## src/hdl/sss_pkg.sv

```systemverilog
`timescale 1ns / 1ps
// Package for the sorted sequence store: sizes, request and status codes,
// transfer payload structs and the control struct broadcast to the cells.
// No dependencies.
package sss_pkg;

  localparam int STORE_DEPTH = 16;
  localparam int IDX_W = (STORE_DEPTH > 1) ? $clog2(STORE_DEPTH) : 1;
  localparam int CNT_W = $clog2(STORE_DEPTH + 1);

  typedef enum logic [2:0] {
    REQ_CLEAR     = 3'd0,
    REQ_APPEND    = 3'd1,
    REQ_INSERT_AT = 3'd2,
    REQ_SORTED    = 3'd3,
    REQ_SEARCH    = 3'd4,
    REQ_FRONT     = 3'd5,
    REQ_READ      = 3'd6,
    REQ_NOP       = 3'd7
  } req_type_t;

  typedef enum logic [1:0] {
    ST_OK        = 2'd0,
    ST_BAD_POS   = 2'd1,
    ST_FULL      = 2'd2,
    ST_NOT_FOUND = 2'd3
  } status_t;

  // what marks a cell as a hit
  typedef enum logic [1:0] {
    HIT_POS   = 2'd0,
    HIT_ORDER = 2'd1,
    HIT_MATCH = 2'd2
  } hit_sel_t;

  // how the row is rewritten on a committed request
  typedef enum logic [1:0] {
    WR_NONE   = 2'd0,
    WR_INSERT = 2'd1,
    WR_FRONT  = 2'd2
  } wr_kind_t;

  typedef struct packed {
    logic [2:0]         req_type;
    logic signed [31:0] operand_value;
    logic [4:0]         target_position;
  } sss_in_t;

  typedef struct packed {
    logic [1:0]         status;
    logic [3:0]         found_position;
    logic signed [31:0] read_value;
    logic [4:0]         entry_count;
  } sss_out_t;

  typedef struct packed {
    hit_sel_t           hit_sel;
    wr_kind_t           wr_kind;
    logic [CNT_W-1:0]   count;
    logic [IDX_W-1:0]   pos;
    logic signed [31:0] key;
  } sss_ctl_t;

endpackage

```

## src/hdl/sss_cell.sv

```systemverilog
`timescale 1ns / 1ps
// One slot of the store: holds an entry, compares it with the broadcast key
// and takes its own or its left neighbor's value. Depends on sss_pkg.
module sss_cell (
  input  logic                      clk,
  input  sss_pkg::sss_ctl_t         ctl,
  input  logic [sss_pkg::IDX_W-1:0] idx,
  input  logic signed [31:0]        prev_val,
  input  logic                      hit_in,
  output logic                      hit_out,
  output logic [sss_pkg::IDX_W-1:0] pos_out,
  output logic signed [31:0]        val_out
);
  import sss_pkg::*;

  logic signed [31:0] entry_r;
  logic signed [31:0] entry_nxt;
  logic               occ;
  logic               hit;
  logic               first;

  assign occ = CNT_W'(idx) < ctl.count;

  always_comb begin
    case (ctl.hit_sel)
      HIT_POS:   hit = (idx == ctl.pos);
      // first slot not holding a smaller entry; empty slots qualify
      HIT_ORDER: hit = !(occ && (entry_r < ctl.key));
      HIT_MATCH: hit = occ && (entry_r == ctl.key);
      default:   hit = 1'b0;
    endcase
  end

  assign first   = hit && !hit_in;
  assign hit_out = hit || hit_in;
  assign pos_out = first ? idx : '0;
  assign val_out = entry_r;

  always_comb begin
    entry_nxt = entry_r;
    case (ctl.wr_kind)
      WR_INSERT: begin
        if (first) begin
          entry_nxt = ctl.key;
        end else if (hit_in) begin
          entry_nxt = prev_val;
        end
      end
      WR_FRONT: begin
        // head takes the key (equal to the match); slots up to the match shift
        if (idx == '0) begin
          entry_nxt = ctl.key;
        end else if (!hit_in) begin
          entry_nxt = prev_val;
        end
      end
      default: entry_nxt = entry_r;
    endcase
  end

  always_ff @(posedge clk) begin
    entry_r <= entry_nxt;
  end

endmodule

```

## src/hdl/sorted_sequence_store.sv

```systemverilog
`timescale 1ns / 1ps
// Sorted sequence store top level: a row of sss_cell slots plus the count,
// request decode and the result register. Depends on sss_pkg and sss_cell.
//
// The store takes one request per clock unless a waiting result is stalled,
// and presents its result in the cycle after the input transfer, from a
// result register; a new request is taken in the same cycle a waiting
// result is taken. All slots compare against the key in parallel, and the
// first-hit flag that ripples through the row of slots (STORE_DEPTH cells)
// sets the position, the slots to shift and the clock period. Only slots
// below the count are ever read, and each of them was written; a read at or
// past the count returns bad position. Slot contents have no reset; the count
// resets to 0.
module sorted_sequence_store (
  input  logic              clk,
  input  logic              rst_n,
  input  logic              in_valid,
  output logic              in_stall,
  input  sss_pkg::sss_in_t  in_data,
  output logic              out_valid,
  input  logic              out_stall,
  output sss_pkg::sss_out_t out_data
);
  import sss_pkg::*;

  logic [CNT_W-1:0]   count_r;
  logic [CNT_W-1:0]   count_nxt;
  logic               out_valid_r;
  logic               out_valid_nxt;
  sss_out_t           out_data_r;
  sss_out_t           res;
  sss_ctl_t           ctl;
  logic               accept;
  logic               full;
  logic               found_any;
  logic [IDX_W-1:0]   chain_pos;
  logic [IDX_W-1:0]   rd_idx;
  logic [31:0]        pos_w;
  logic [31:0]        cnt_w;
  logic               hit_c [STORE_DEPTH+1];
  logic [IDX_W-1:0]   pos_c [STORE_DEPTH];
  logic signed [31:0] val_c [STORE_DEPTH];

  assign accept    = in_valid && !in_stall;
  assign in_stall  = out_valid_r && out_stall;
  assign out_valid = out_valid_r;
  assign out_data  = out_data_r;

  assign full   = (count_r == CNT_W'(STORE_DEPTH));
  assign pos_w  = 32'(in_data.target_position);
  assign cnt_w  = 32'(count_r);
  assign rd_idx = IDX_W'(in_data.target_position);

  // ---- slot row ----
  assign hit_c[0] = 1'b0;

  for (genvar i = 0; i < STORE_DEPTH; i++) begin : g_cell
    sss_cell u_cell (
      .clk      (clk),
      .ctl      (ctl),
      .idx      (IDX_W'(i)),
      .prev_val ((i == 0) ? ctl.key : val_c[(i == 0) ? 0 : i-1]),
      .hit_in   (hit_c[i]),
      .hit_out  (hit_c[i+1]),
      .pos_out  (pos_c[i]),
      .val_out  (val_c[i])
    );
  end

  assign found_any = hit_c[STORE_DEPTH];

  always_comb begin
    chain_pos = '0;
    for (int i = 0; i < STORE_DEPTH; i++) begin
      chain_pos = chain_pos | pos_c[i];
    end
  end

  // ---- request decode ----
  always_comb begin
    res                = '0;
    res.status         = ST_OK;
    count_nxt          = count_r;
    ctl.key            = in_data.operand_value;
    ctl.count          = count_r;
    ctl.pos            = IDX_W'(in_data.target_position);
    ctl.wr_kind        = WR_NONE;
    case (req_type_t'(in_data.req_type))
      REQ_SORTED:               ctl.hit_sel = HIT_ORDER;
      REQ_SEARCH, REQ_FRONT:    ctl.hit_sel = HIT_MATCH;
      default:                  ctl.hit_sel = HIT_POS;
    endcase

    case (req_type_t'(in_data.req_type))
      REQ_CLEAR: begin
        count_nxt = '0;
      end
      REQ_APPEND: begin
        ctl.pos = IDX_W'(count_r);
        if (full) begin
          res.status = ST_FULL;
        end else begin
          ctl.wr_kind        = WR_INSERT;
          res.found_position = 4'(count_r);
          count_nxt          = count_r + 1'b1;
        end
      end
      REQ_INSERT_AT: begin
        if (pos_w > cnt_w) begin
          res.status = ST_BAD_POS;
        end else if (full) begin
          res.status = ST_FULL;
        end else begin
          ctl.wr_kind        = WR_INSERT;
          res.found_position = 4'(in_data.target_position);
          count_nxt          = count_r + 1'b1;
        end
      end
      REQ_SORTED: begin
        if (full) begin
          res.status = ST_FULL;
        end else begin
          ctl.wr_kind        = WR_INSERT;
          res.found_position = 4'(chain_pos);
          count_nxt          = count_r + 1'b1;
        end
      end
      REQ_SEARCH, REQ_FRONT: begin
        if (!found_any) begin
          res.status = ST_NOT_FOUND;
        end else begin
          res.found_position = 4'(chain_pos);
          if (req_type_t'(in_data.req_type) == REQ_FRONT) begin
            ctl.wr_kind = WR_FRONT;
          end
        end
      end
      REQ_READ: begin
        if (pos_w >= cnt_w) begin
          res.status = ST_BAD_POS;
        end else begin
          res.read_value = val_c[rd_idx];
        end
      end
      default: begin
        count_nxt = count_r;
      end
    endcase

    if (!accept) begin
      ctl.wr_kind = WR_NONE;
      count_nxt   = count_r;
    end
    res.entry_count = 5'(count_nxt);
  end

  always_comb begin
    out_valid_nxt = out_valid_r;
    if (accept) begin
      out_valid_nxt = 1'b1;
    end else if (!out_stall) begin
      out_valid_nxt = 1'b0;
    end
  end

  always_ff @(posedge clk) begin
    if (!rst_n) begin
      count_r     <= '0;
      out_valid_r <= 1'b0;
    end else begin
      count_r     <= count_nxt;
      out_valid_r <= out_valid_nxt;
    end
  end

  always_ff @(posedge clk) begin
    if (accept) begin
      out_data_r <= res;
    end
  end

  // ---- checks ----
  a_count_bound: assert property (@(posedge clk) disable iff (!rst_n)
    count_r <= CNT_W'(STORE_DEPTH))
    else $error("count beyond store depth");

  a_count_hold: assert property (@(posedge clk) disable iff (!rst_n)
    !accept |=> $stable(count_r))
    else $error("count changed without a transfer");

  a_clear: assert property (@(posedge clk) disable iff (!rst_n)
    accept && (in_data.req_type == REQ_CLEAR) |=> (out_data_r.entry_count == '0))
    else $error("clear did not empty the store");

  a_fail_zero: assert property (@(posedge clk) disable iff (!rst_n)
    out_valid_r && (out_data_r.status != ST_OK) |->
      (out_data_r.found_position == '0) && (out_data_r.read_value == '0))
    else $error("failed request reports nonzero position or data");

endmodule

```

## config.mk

```make
export PLATFORM = sky130hd
export DESIGN_NAME = sorted_sequence_store
export DESIGN_NICKNAME = d
export VERILOG_FILES = /design/src/hdl/sss_pkg.sv /design/src/hdl/sss_cell.sv /design/src/hdl/sorted_sequence_store.sv
export SDC_FILE = /design/constraint.sdc
export NUM_CORES = 2
export LEC_CHECK = 0
export BUFFER_PORTS_ARGS = -buffer_cell sky130_fd_sc_hd__buf_2
export CORE_MARGIN = 1.5
export CORE_UTILIZATION = 59
export DETAILED_ROUTE_END_ITERATION = 16
export PLACE_DENSITY = 0.79
export SETUP_SLACK_MARGIN = 0.05
export SLEW_MARGIN = 30
export SYNTH_ARGS = -nofsm -noshare
export SYNTH_HDL_FRONTEND = slang
export SYNTH_HIERARCHICAL = 1
export SYNTH_SLANG_ARGS = --single-unit
export TNS_END_PERCENT = 5
```

## constraint.sdc

```tcl
create_clock -name clk -period 11.1 [get_ports clk]
set_input_delay 0.555 -clock clk [delete_from_list [all_inputs] [get_ports clk]]
set_output_delay 0.555 -clock clk [all_outputs]
set_load 0.03 [all_outputs]
```

Yosys cells after proc, flatten, opt, wreduce, memory -nomap -nowiden

Index checks and enable logic that the tools add are counted.

Register bits: 561
Input port bits: 44
Logic and storage cells: 388

Add/sub/neg operators: 1
Order comparisons: 35
Equality and inequality tests: 74
Mux-type cells: 121
Bitwise operators: 16
Reductions and logical operators: 119

Operators by type and width:

| cell                 | number |
|---|---|
| $mux W32             | 48 |
| $pmux W32 S2         | 16 |
| $eq A32 B32 Y1       | 16 |
| $lt A32 B32 Y1       | 16 |
| $bmux W32 S4         | 1 |
| $mux W4              | 14 |
| $or A4 B4 Y4         | 14 |
| $logic_and A1 B1 Y1  | 49 |
| $pmux W1 S3          | 16 |
| $ne A3 B1 Y1 const B | 15 |
| $reduce_and A3 Y1    | 15 |
| $lt A4 B5 Y1 const A | 8 |
| $eq A4 B4 Y1 const A | 8 |
| $logic_not A1 Y1     | 32 |
| $ne A2 B2 Y1 const B | 15 |
| $lt A3 B5 Y1 const A | 4 |
| $mux W2              | 9 |
| $eq A3 B4 Y1 const A | 4 |
| $pmux W4 S4          | 1 |
| $logic_or A1 B1 Y1   | 15 |
| $mux W5              | 3 |
| $pmux W5 S3          | 1 |
| $mux W3              | 4 |
| $lt A1 B5 Y1 const A | 2 |
| 26 further kinds     | 40 |

Depth between registers and ports, before layout

Word-level depth: 26
Depth in mapped cells: 44
Mapped depth without buffers: 42

Modules after synthesis

Netlist, hierarchy kept.

By module, submodules not included:

| module                           | instances | cells each | area each (um^2) | seq. area each (um^2) |
|---|---|---|---|---|
| sss_cell at g_cell[0].u_cell ... | 12        | 230        | 2,655.0          | 960.9 |
| sss_cell at g_cell[6].u_cell ... | 4         | 224        | 2,587.5          | 960.9 |
| sorted_sequence_store            | 1         | 403        | 6,223.5          | 1,411.4 |

Worst setup path before layout

OpenSTA, ideal clock, no wires.

Path kind: input -> register
Start point: in in_data[37] in the netlist's numbering
End point: reg g_cell[6].u_cell.entry_r[0] (enable)
Library setup time: 0.428 ns
Data arrival time: 9.965 ns
Data required time: 10.672 ns
Slack: 0.706 ns
Cell stages on the path: 37
Path buffers: 0
Cell sequence: nor2b_1 -> and2_1 -> nand4b_1 -> nor2_1 -> nand3_1 -> o31a_1 -> a21boi_0 -> o311ai_0 -> inv_1 -> o311ai_0 -> inv_1 -> o311ai_0 -> inv_1 -> o311ai_0 -> inv_1 -> o311ai_0 -> inv_1 -> o311ai_0 -> or2_2 -> or2_2 -> or2_2 -> or2_2 -> inv_1 -> o311ai_0 -> inv_1 -> o311ai_0 -> inv_1 -> o311ai_0 -> inv_1 -> o311ai_0 -> inv_1 -> o311ai_0 -> inv_1 -> o311ai_0 -> nand2_1 -> nor3_1 -> o21bai_1

RTL lines:

| item                 | line                        | source |
|---|---|---|
| from (decl)          | sorted_sequence_store.sv:19 | `input sss_pkg::sss_in_t in_data,` |
| to (signal assigned) | sss_cell.sv:62              | `entry_r <= entry_nxt;` |
| to (decl)            | sss_cell.sv:16              | `logic signed [31:0] entry_r;` |

==> metrics.md <==
| Metric | Value |
|---|---|
| Status | finished, final reports clean |
| Share of the yosys chip area belonging to registers | 34.7% |
| WL final | 140000 um |
| Layout cells sized above 1 | 25.3% |
| Clock Path Buffers | 3 |
| Fin crit share | 91.7% |
| Die Height | 290 um |
| Worst r2r dst | g_cell[0].u_cell/val_out[15] |
| Gr usage total | 33.2% |
| IO Pins | 89 |
| Worst reg-to-reg path cell count | 43 |
| TritonCTS clock tree | yes |
| Residual DRC | 0 |
| Hold depth | 2 |
| Final Skew | 0.0369 ns |
| R2r setup slk | 0.92 ns |
| Die span in x | 290 um |
| Commonest non-fill, non-tap cells in the layout | inv_1 (666), ha_1 (568), edfxtp_1 (555), mux2_4 (496), a21oi_1 (280) |
| Post-Synthesis Cells | 4059 |
| Htree depth | 3 |
| DP Worst Slack | 0.390 ns |
| Layout Cells excl Fill | 5497 |
| Grt ovf | 0 |
| Synth-to-Final Area Change | 9.42% |
| Critical Path End Type | flip-flop |
| First-pass GRT wire length | 209000 um |
| Initial drt markers | 3857 |
| Setup CP Type | flip-flop to flip-flop |
| Fillcell total | 5839 |
| Min Tclk post-route | 10.18 ns |
| Vias per cell | 6.41 |
| FF-to-FF Start | g_cell[0].u_cell/val_out[26] |
| Slowest cell on the critical path | edfxtp_1 |
| Leak | 24.2 nW |
| Dominant register cell in the synthesized netlist | edfxtp_1 |
| Port Buffers | 88 |
| Cells after DPL | 5368 |
| Post-synth EDFFs | 555 |
| Pin count of the biggest net entering global routing | 66 |
| Tightest Pin Transition | 0.961 ns |
| Nets@finish | 4993 |
| Final Hold Slack | 0.145 ns |
| Initial antenna violation count | 3 |
| Slew HR | 35.9% |
| Hold Crit Start | in_valid |
| Final weighted congestion in routability-driven placement | 0.956 |
| Initial Util | 59.8% |
| CP Max Fanout | 32 |
| CP dominant cell by count | inv_1 |
| CTS sink count | 561 |
| Root Driver | clkbuf_16 |
| Max VDD drop | 0.108 mV |
| PwrDens | 121 nW/um^2 |
| DP Wirelength | 102000 um |
| CP startpoint kind | flip-flop |
| Yosys reg bits | 561 |
| FFs w/ async S/R, synth | 0% |
| CP required | 11.48 ns |
| Syn avg cell area | 11.9 sq um |
| Die area | 83800 sq um |
| Fin Setup TNS | 0 ns |
| Register area | 16800 sq um |
| Synth Warn # | 6 |
| Final Hold Vio Count | 0 |
| Final setup margin | 0.916 ns |
| Hold Path Sink | out_valid |
| Worst Hold Class | primary input to flip-flop |
| RSZ-0062 raised after global routing | false |
| WL/cell | 25.4 um |
| Max incr delay on CP | 0.54 ns |
| Core area | 80900 sq um |
| Final ANT Viol Nets | 0 |
| Worst setup path startpoint | g_cell[0].u_cell/val_out[26] |
| CP arrival | 10.57 ns |
| Number of inserted diodes | 0 |
| Final setup viols | 0 |
| Max-Cap Viols | 0 |
| Total number of vias | 35216 |
| Clk slew on worst S/H paths | 0.06 ns |
| Mapped cell area | 48400 sq um |
| Multi-input logic area | 28800 sq um |
| Max Fclk | 0.0982 GHz |
| Drt pass-1 iters | 6 |
| Most common cell after layout, fill and taps aside | inv_1 |
| CTS buffer count | 68 |
| Clock Latency Late Sink | 0.65 ns |
| Final Util | 65.5% |
| Vias in the first global route | 34250 |
| Distinct cell type count after synthesis | 69 |
| Final Max Slew Viols | 0 |
| # rows | 104 |
-- where the power goes --
part | switching (mW) | internal (mW) | leakage, nW
logic | 0.741 | 0.562 | 17.8
registers | 0.0908 | 2.46 | 5.17
clock network | 0.999 | 1.57 | 1.24
-- area by class of cell --
| class | instances | area share, % |
|---|---|---|
| Multi-Input combinational cell | 2928 | 54.3 |
| Sequential cell | 561 | 31.7 |
| Inverter | 670 | 4.75 |
| Clock buffer | 73 | 3.29 |
| Tap cell | 1060 | 2.50 |
| Timing Repair Buffer | 152 | 1.96 |
| Clock inverter | 53 | 1.50 |
-- worst max-delay path: cells and delay by family, from the launching register on --
| kind | cells | cell delay (ns) |
|---|---|---|
| compound gates | 15 | 3.61 |
| simple gates | 11 | 2.75 |
| buf+inv | 15 | 2.22 |
| flops | 1 | 0.54 |
| fa+ha+maj | 1 | 0.37 |
| mux | 1 | 0.35 |
-- registers in the layout, summed over array words and instances (netlist names) --
name	flops
out_data	43
g_cell.u_cell/val_out	512
count_r	5
out_valid	1
-- what timing repair did --
item,in CTS,in global routing
resized for setup,0,5
buffers inserted,0,1
hold buffers,0,0
endpoints found under the setup margin,0,608
-- worst max path at each step --
stage                                        end  slack, ns  cells after the start
finish              g_cell[0].u_cell/val_out[15]       0.92                     43
global route         g_cell[0].u_cell/val_out[3]       0.18                     43
CTS                  g_cell[0].u_cell/val_out[0]       0.52                     41
detailed placement  g_cell[0].u_cell/val_out[31]       0.39                     45
global placement    g_cell[0].u_cell/val_out[31]       0.72                     45
floorplan            g_cell[6].u_cell/val_out[0]       0.71                     37
-- through the flow --
stage,area [sq um],power [mW]
after floorplan,49100,3.46
after global placement,50200,3.78
after detailed placement,50300,3.84
after CTS,52900,6.41
after global routing,53000,6.62
final,53000,6.43
-- metal layers --
metal / global-route usage [%] / vias to the layer above / share of wire, % / routed length, um
met5: 0 / - / 0 / 0
met1: 43.9 / 17328 / 39 / 54200
met4: 19.3 / 0 / 6.7 / 9410
li1: - / 15548 / - / -
met2: 51.4 / 1975 / 45 / 62300
met3: 6.02 / 365 / 9.7 / 13600
-- synth_stat cells, types with 16 or more instances --
cell,number,area share [%]
mux4_2,160,7.4
nand2_1,191,1.5
nand3_1,60,0.62
o21bai_1,16,0.25
edfxtp_1,555,34
xnor2_1,52,0.94
o31a_1,16,0.29
o211ai_2,24,0.62
o211ai_1,21,0.33
nor3_1,32,0.33
a21o_1,21,0.33
nor2_1,158,1.2
a21boi_0,20,0.31
o21ai_1,18,0.19
mux2_2,32,0.74
nand2b_1,20,0.26
a21oi_1,280,2.9
inv_1,667,5.2
clkbuf_1,21,0.16
mux2_4,496,15
nor4_4,16,0.70
nor2b_1,51,0.66
buf_12,48,2.0
o21ai_0,108,1.1
nor4_1,20,0.26
ha_1,568,15
nand4_1,121,1.6
-- kinds of logic (layout without fill, tap and decap cells) --
kind of cell               count (synthesis)  after routing  share of synthesized area [%]
xor gates and xnor gates                  64             64                           1.16
muxes                                    691            691                           23.6
adders and majority gates                568            568                           14.7
buffers and inverters                    760            948                           7.69
and+or+nand+nor                          748            748                           8.64
other                                      2            191                         0.0155
AOI/OAI and AO/OA                        665            666                           9.54
DFF                                      561            561                           34.7
No activity file was read; power rests on OpenSTA's default activity.
